## src/hw/rtl/nps_pkg.sv

```systemverilog
`timescale 1ns / 1ps
// Shared types and constants of the nearest point search core.
// Used by nps_ctrl, nps_datapath and nearest_point_search_core; no dependencies.
package nps_pkg;

  localparam int CRD_W  = 24;  // Q12.12 coordinate
  localparam int TAG_W  = 16;  // Q1.15 surface tag
  localparam int IDX_W  = 10;  // entry index field
  localparam int CFG_W  = 11;  // points_in_use register
  localparam int MAG_W  = 25;  // magnitude of a coordinate difference
  localparam int DST_W  = 50;  // squared distance and its sum over three axes
  localparam int ROOT_W = 26;  // min_distance field

  localparam logic [DST_W-1:0] ROOT_BIT_INIT = DST_W'(1) << (DST_W - 2);

  localparam logic KIND_WRITE = 1'b0;
  localparam logic KIND_QUERY = 1'b1;

  localparam logic REG_POINTS_IN_USE = 1'b0;

  typedef struct packed {
    logic signed [CRD_W-1:0] x;
    logic signed [CRD_W-1:0] y;
    logic signed [CRD_W-1:0] z;
    logic [TAG_W-1:0]        u;
    logic [TAG_W-1:0]        v;
  } entry_t;

  typedef struct packed {
    logic wr;
    logic start;
    logic issue;
    logic sqrt_start;
    logic fetch;
    logic load;
    logic load_empty;
  } cmd_t;

  typedef struct packed {
    logic count_zero;
    logic last_issue;
    logic pipe_busy;
    logic sqrt_done;
    logic out_free;
  } stat_t;

endpackage

```

## src/hw/rtl/nps_ctrl.sv

```systemverilog
`timescale 1ns / 1ps
// Sequencer of the nearest point search core: accepts transactions and steps
// the datapath through scan, drain, square root and result load. Uses nps_pkg.
module nps_ctrl (
  input  logic          clk_i,
  input  logic          rst_ni,
  input  logic          in_valid_i,
  input  logic          kind_i,
  output logic          in_stall_o,
  input  nps_pkg::stat_t stat_i,
  output nps_pkg::cmd_t  cmd_o
);

  typedef enum logic [2:0] {
    ST_IDLE,
    ST_SCAN,
    ST_DRAIN,
    ST_ROOT,
    ST_LOAD
  } state_e;

  state_e state_q, state_d;
  logic   empty_q, empty_d;
  logic   accept;

  assign in_stall_o = (state_q != ST_IDLE);
  assign accept     = in_valid_i && (state_q == ST_IDLE);

  always_comb begin
    cmd_o            = '0;
    cmd_o.wr         = accept && (kind_i == nps_pkg::KIND_WRITE);
    cmd_o.start      = accept && (kind_i == nps_pkg::KIND_QUERY);
    cmd_o.issue      = (state_q == ST_SCAN);
    cmd_o.sqrt_start = (state_q == ST_DRAIN) && !stat_i.pipe_busy;
    cmd_o.fetch      = (state_q == ST_ROOT) && stat_i.sqrt_done;
    cmd_o.load       = (state_q == ST_LOAD) && stat_i.out_free;
    cmd_o.load_empty = empty_q;
  end

  always_comb begin
    state_d = state_q;
    empty_d = empty_q;
    case (state_q)
      ST_IDLE: begin
        if (accept && (kind_i == nps_pkg::KIND_QUERY)) begin
          if (stat_i.count_zero) begin
            state_d = ST_LOAD;
            empty_d = 1'b1;
          end else begin
            state_d = ST_SCAN;
            empty_d = 1'b0;
          end
        end
      end
      ST_SCAN: begin
        if (stat_i.last_issue) state_d = ST_DRAIN;
      end
      ST_DRAIN: begin
        if (!stat_i.pipe_busy) state_d = ST_ROOT;
      end
      ST_ROOT: begin
        if (stat_i.sqrt_done) state_d = ST_LOAD;
      end
      ST_LOAD: begin
        if (stat_i.out_free) state_d = ST_IDLE;
      end
      default: begin
        state_d = ST_IDLE;
      end
    endcase
  end

  always_ff @(posedge clk_i or negedge rst_ni) begin
    if (!rst_ni) begin
      state_q <= ST_IDLE;
      empty_q <= 1'b0;
    end else begin
      state_q <= state_d;
      empty_q <= empty_d;
    end
  end

endmodule

```

## config.mk

```make
export PLATFORM = sky130hd
export DESIGN_NAME = nps_ctrl
export DESIGN_NICKNAME = d
export VERILOG_FILES = /design/src/hw/rtl/nps_pkg.sv /design/src/hw/rtl/nps_ctrl.sv
export SDC_FILE = /design/constraint.sdc
export NUM_CORES = 1
export LEC_CHECK = 0
export BUFFER_PORTS_ARGS = -buffer_cell sky130_fd_sc_hd__buf_2
export CORE_AREA = 2 2 39 41
export CTS_BUF_LIST = sky130_fd_sc_hd__clkbuf_4 sky130_fd_sc_hd__clkbuf_8
export CTS_CLUSTER_SIZE = 28
export DETAILED_ROUTE_END_ITERATION = 6
export DIE_AREA = 0 0 41 43
export SYNTH_ARGS = -nofsm -noshare
export SYNTH_HDL_FRONTEND = slang
export SYNTH_SLANG_ARGS = --single-unit
```

## constraint.sdc

```tcl
create_clock -name clk_i -period 1.5 [get_ports clk_i]
set_clock_uncertainty 0.15 [all_clocks]
set_input_delay 0.225 -clock clk_i [delete_from_list [all_inputs] [get_ports clk_i]]
set_output_delay 0.225 -clock clk_i [all_outputs]
set_load 0.02 [all_outputs]
```

==> key figures <==
Run status
  – Outcome: finished, violations left
  – Failing checks: setup timing

GRT
  – Grt met2 use: 14.1%
  – Routing usage on met3: 2.62%
  – GRT overflow: 0
  – Global-route wire length before repair: 1.27 mm
  – Routing usage on met1: 14.4%
  – Initial antenna violation count: 0
  – Gr usage total: 10.7%
  – Busiest layer in global routing: met1
  – Maximum number of pins on one net before global-route repair: 10
  – Vias in the first global route: 312

Place
  – Dpl cell area: 384 µm²
  – PortBufs: 16
  – Final HPWL DP: 567 µm
  – Routability cong.: 0.700
  – Post-Place Cells: 63

Synth
  – Synth top area cells: dfrtp_1 38%, nor4b_1 6.7%, nand3b_1 5.8%
  – Yosys reg bits: 4
  – Avg Synthesized Cell Area: 8.97 µm²
  – Most frequent cell after synthesis: dfrtp_1
  – Distinct cells, synth: 19
  – Share of the synthesized area in the top cell type: 38.5%
  – Mapped Cells: 29
  – Synth Net Count: 38
  – Top_reg_cell synth: dfrtp_1
  – YS warnings: 0
  – Post-synth top cells: 4 x dfrtp_1, 3 x inv_1, 3 x nand2_1
  – Async SR Flop Fraction: 100%
  – Mapped Area: 260 µm²
  – Synth area leader: dfrtp_1
  – Number of synthesized flops with an enable pin: 0
  – Sequential area share after synthesis: 38.5%

Setup path
  – Worst setup SP type: flip-flop
  – CP Data Arrival Time: 1250 ps
  – Worst path slowest cell: dfrtp_1
  – Required @ worst endpoint: 1120 ps
  – Critical path, cell by cell: buf_6, nor4b_4, buf_4
  – Top fanout value on the critical path: 6
  – WS Path Type: flip-flop to output port
  – CP endpoint kind: output port
  – CP peak stage delay: 410 ps

CTS
  – Clock Path Buffers: 2
  – CTS clock-pin slew for the worst setup and hold paths: 40 ps
  – Cts bufs inserted: 3
  – TritonCTS clock tree: done
  – Worst-skew pair later-pin latency: 240 ps
  – # clock sinks: 4
  – Htree depth: 1
  – CTS root buf: clkbuf_4

Timing
  – Relative slew slack: 85.4%
  – Fmax: 614 MHz
  – Hold Vio Cnt, Final: 0
  – Final period util: 109%
  – RSZ-0062 raised after global routing: true
  – Final setup viols: 7
  – Final WS setup: -129 ps
  – Final hold slack: 54.2 ps
  – Worst slew pin tran: 218 ps
  – Min Tclk post-route: 1630 ps
  – Final Max Slew Viols: 0
  – TNS Setup: -581 ps

Floorplan
  – Die H: 43 µm
  – # rows: 14
  – Core Area: 1380 µm²
  – IO Pins: 17
  – Starting density of the core: 18.8%
  – Die W: 41 µm
  – Die area: 1760 µm²

Cells and area
  – Share of cells above drive strength 1: 62.3%
  – Post-route cell area: 497 µm²
  – Diodes inserted: 0
  – Post-Layout Cell Count: 69
  – Final net count: 64
  – Synth-to-layout area growth: 90.9%

Routing
  – Final WL: 752 µm
  – Via Count: 305
  – DRC viols: 0
  – DRT Pass-1 Iters: 4
  – Vias per Instance: 4.42
  – DR WL/cell: 10.9 µm
  – Number of antenna-violating nets in the routed design: 0
  – 1st-iter DRT viols: 3

Power
  – Lkg Pwr: 0.242 nW
  – Cell Int Power: 564 µW
  – Seq pwr share: 20.8%
  – Switching share of power: 41.9%
  – Total Power: 971 µW
  – Pwr dens: 1950 nW/µm²
  – Combinational Power Share: 65.0%
  – Sw power: 407 µW
  – Clock share of power: 14.2%
  – Worst VDD drop: 0.000788 V

Job
  – Max_cap viols: 0

Min path
  – Min-delay worst type: input pin to flip-flop
==> power groups by stage <==
| stage | Clock (mW) | Sequential, mW | Combinational, mW |
|---|---|---|---|
| global route | 0.140 | 0.208 | 0.690 |
| CTS | 0.139 | 0.190 | 0.611 |
| global placement | 0 | 0.183 | 0.478 |
| floorplan | 0 | 0.201 | 0.304 |
| finish | 0.138 | 0.202 | 0.632 |
| detailed placement | 0 | 0.182 | 0.483 |
==> layout make-up <==
cell class | count | area, µm²
multi-input combinational | 20 | 173
tap | 16 | 20.0
clock buffer | 3 | 22.5
timing repair buffer | 23 | 168
fill | 157 | 887
sequential | 4 | 100
inverter | 3 | 13.8
==> through the flow <==
stage | setup WS (ps) | utilization, %
after floorplan | -6.78 | -
final | -129 | 35.9
after global placement | 89.6 | 27.8
after detailed placement | 69.9 | 27.8
after CTS | -116 | 34.7
after global routing | -183 | 35.9
==> layer usage <==
metal | vias to the layer above | part of all wire (%)
li1 | 153 | -
met5 | - | 0
met3 | 3 | 8.5
met1 | 138 | 42
met2 | 11 | 47
met4 | 0 | 2.5
==> logic make-up (layout without fill, tap and decap cells) <==
family                 count (synthesis)  count (layout)  share of synthesized area [%]
buffers and inverters                  5              29                           11.5
AND/OR/NAND/NOR                       14              14                           33.2
flip-flops                             4               4                           38.5
AO/OA/AOI/OAI                          5               5                           13.0
multiplexers                           1               1                           3.85
==> final timing paths <==
check | start | endpoint | slack, ps | cells past startpoint
worst min register to register | empty_q$_DFFE_PN0P_ | empty_q$_DFFE_PN0P_ | 340 | 1
min in group asynchronous | rst_ni | state_q[2]$_DFFE_PN0P_ | 170 | 2
max in group asynchronous | rst_ni | empty_q$_DFFE_PN0P_ | 910 | 2
worst max register to register | state_q[2]$_DFFE_PN0P_ | state_q[2]$_DFFE_PN0P_ | 90 | 4
worst max-delay path | state_q[0]$_DFFE_PN0P_ | cmd_o[3] | -130 | 3
worst min-delay path | stat_i[4] | state_q[0]$_DFFE_PN0P_ | 50 | 2
==> critical path, delay by kind of cell, from the launching register on <==
family                 cells  cell delay (ps)
DFF                        1              410
buffers and inverters      2              340
and+or+nand+nor            1              270
==> flip-flops by register name, indices dropped and copies added, names as in the netlist <==
register,flops
state_q,3
empty_q,1
==> cells in the final DEF (no fill, tap or decap) <==
cell type      instances
a21oi_1                1
nand3_2                1
nor4b_4                1
nor3b_1                1
nor3_4                 1
mux2i_1                1
dlygate4sd3_1          1
dfrtp_1                4
nor3b_2                1
nand2_1                3
inv_4                  1
buf_6                  4
nor4b_2                1
a31oi_1                1
inv_1                  1
a21bo_2                1
o21ai_0                1
nand4_1                1
a21boi_0               1
nand3b_1               2
or4_1                  1
inv_2                  1
buf_4                  9
buf_2                  9
nor2_1                 1
clkbuf_4               3
==> repair_timing <==
action,4_1_cts,5_1_grt
hold buffers,1,0
endpoints found under the hold margin,4,0
pin swaps,5,3
resized for setup,15,4
setup endpoints to repair,7,8
setup buffers,2,0
Note: power is estimated with default switching activity, not from simulation.
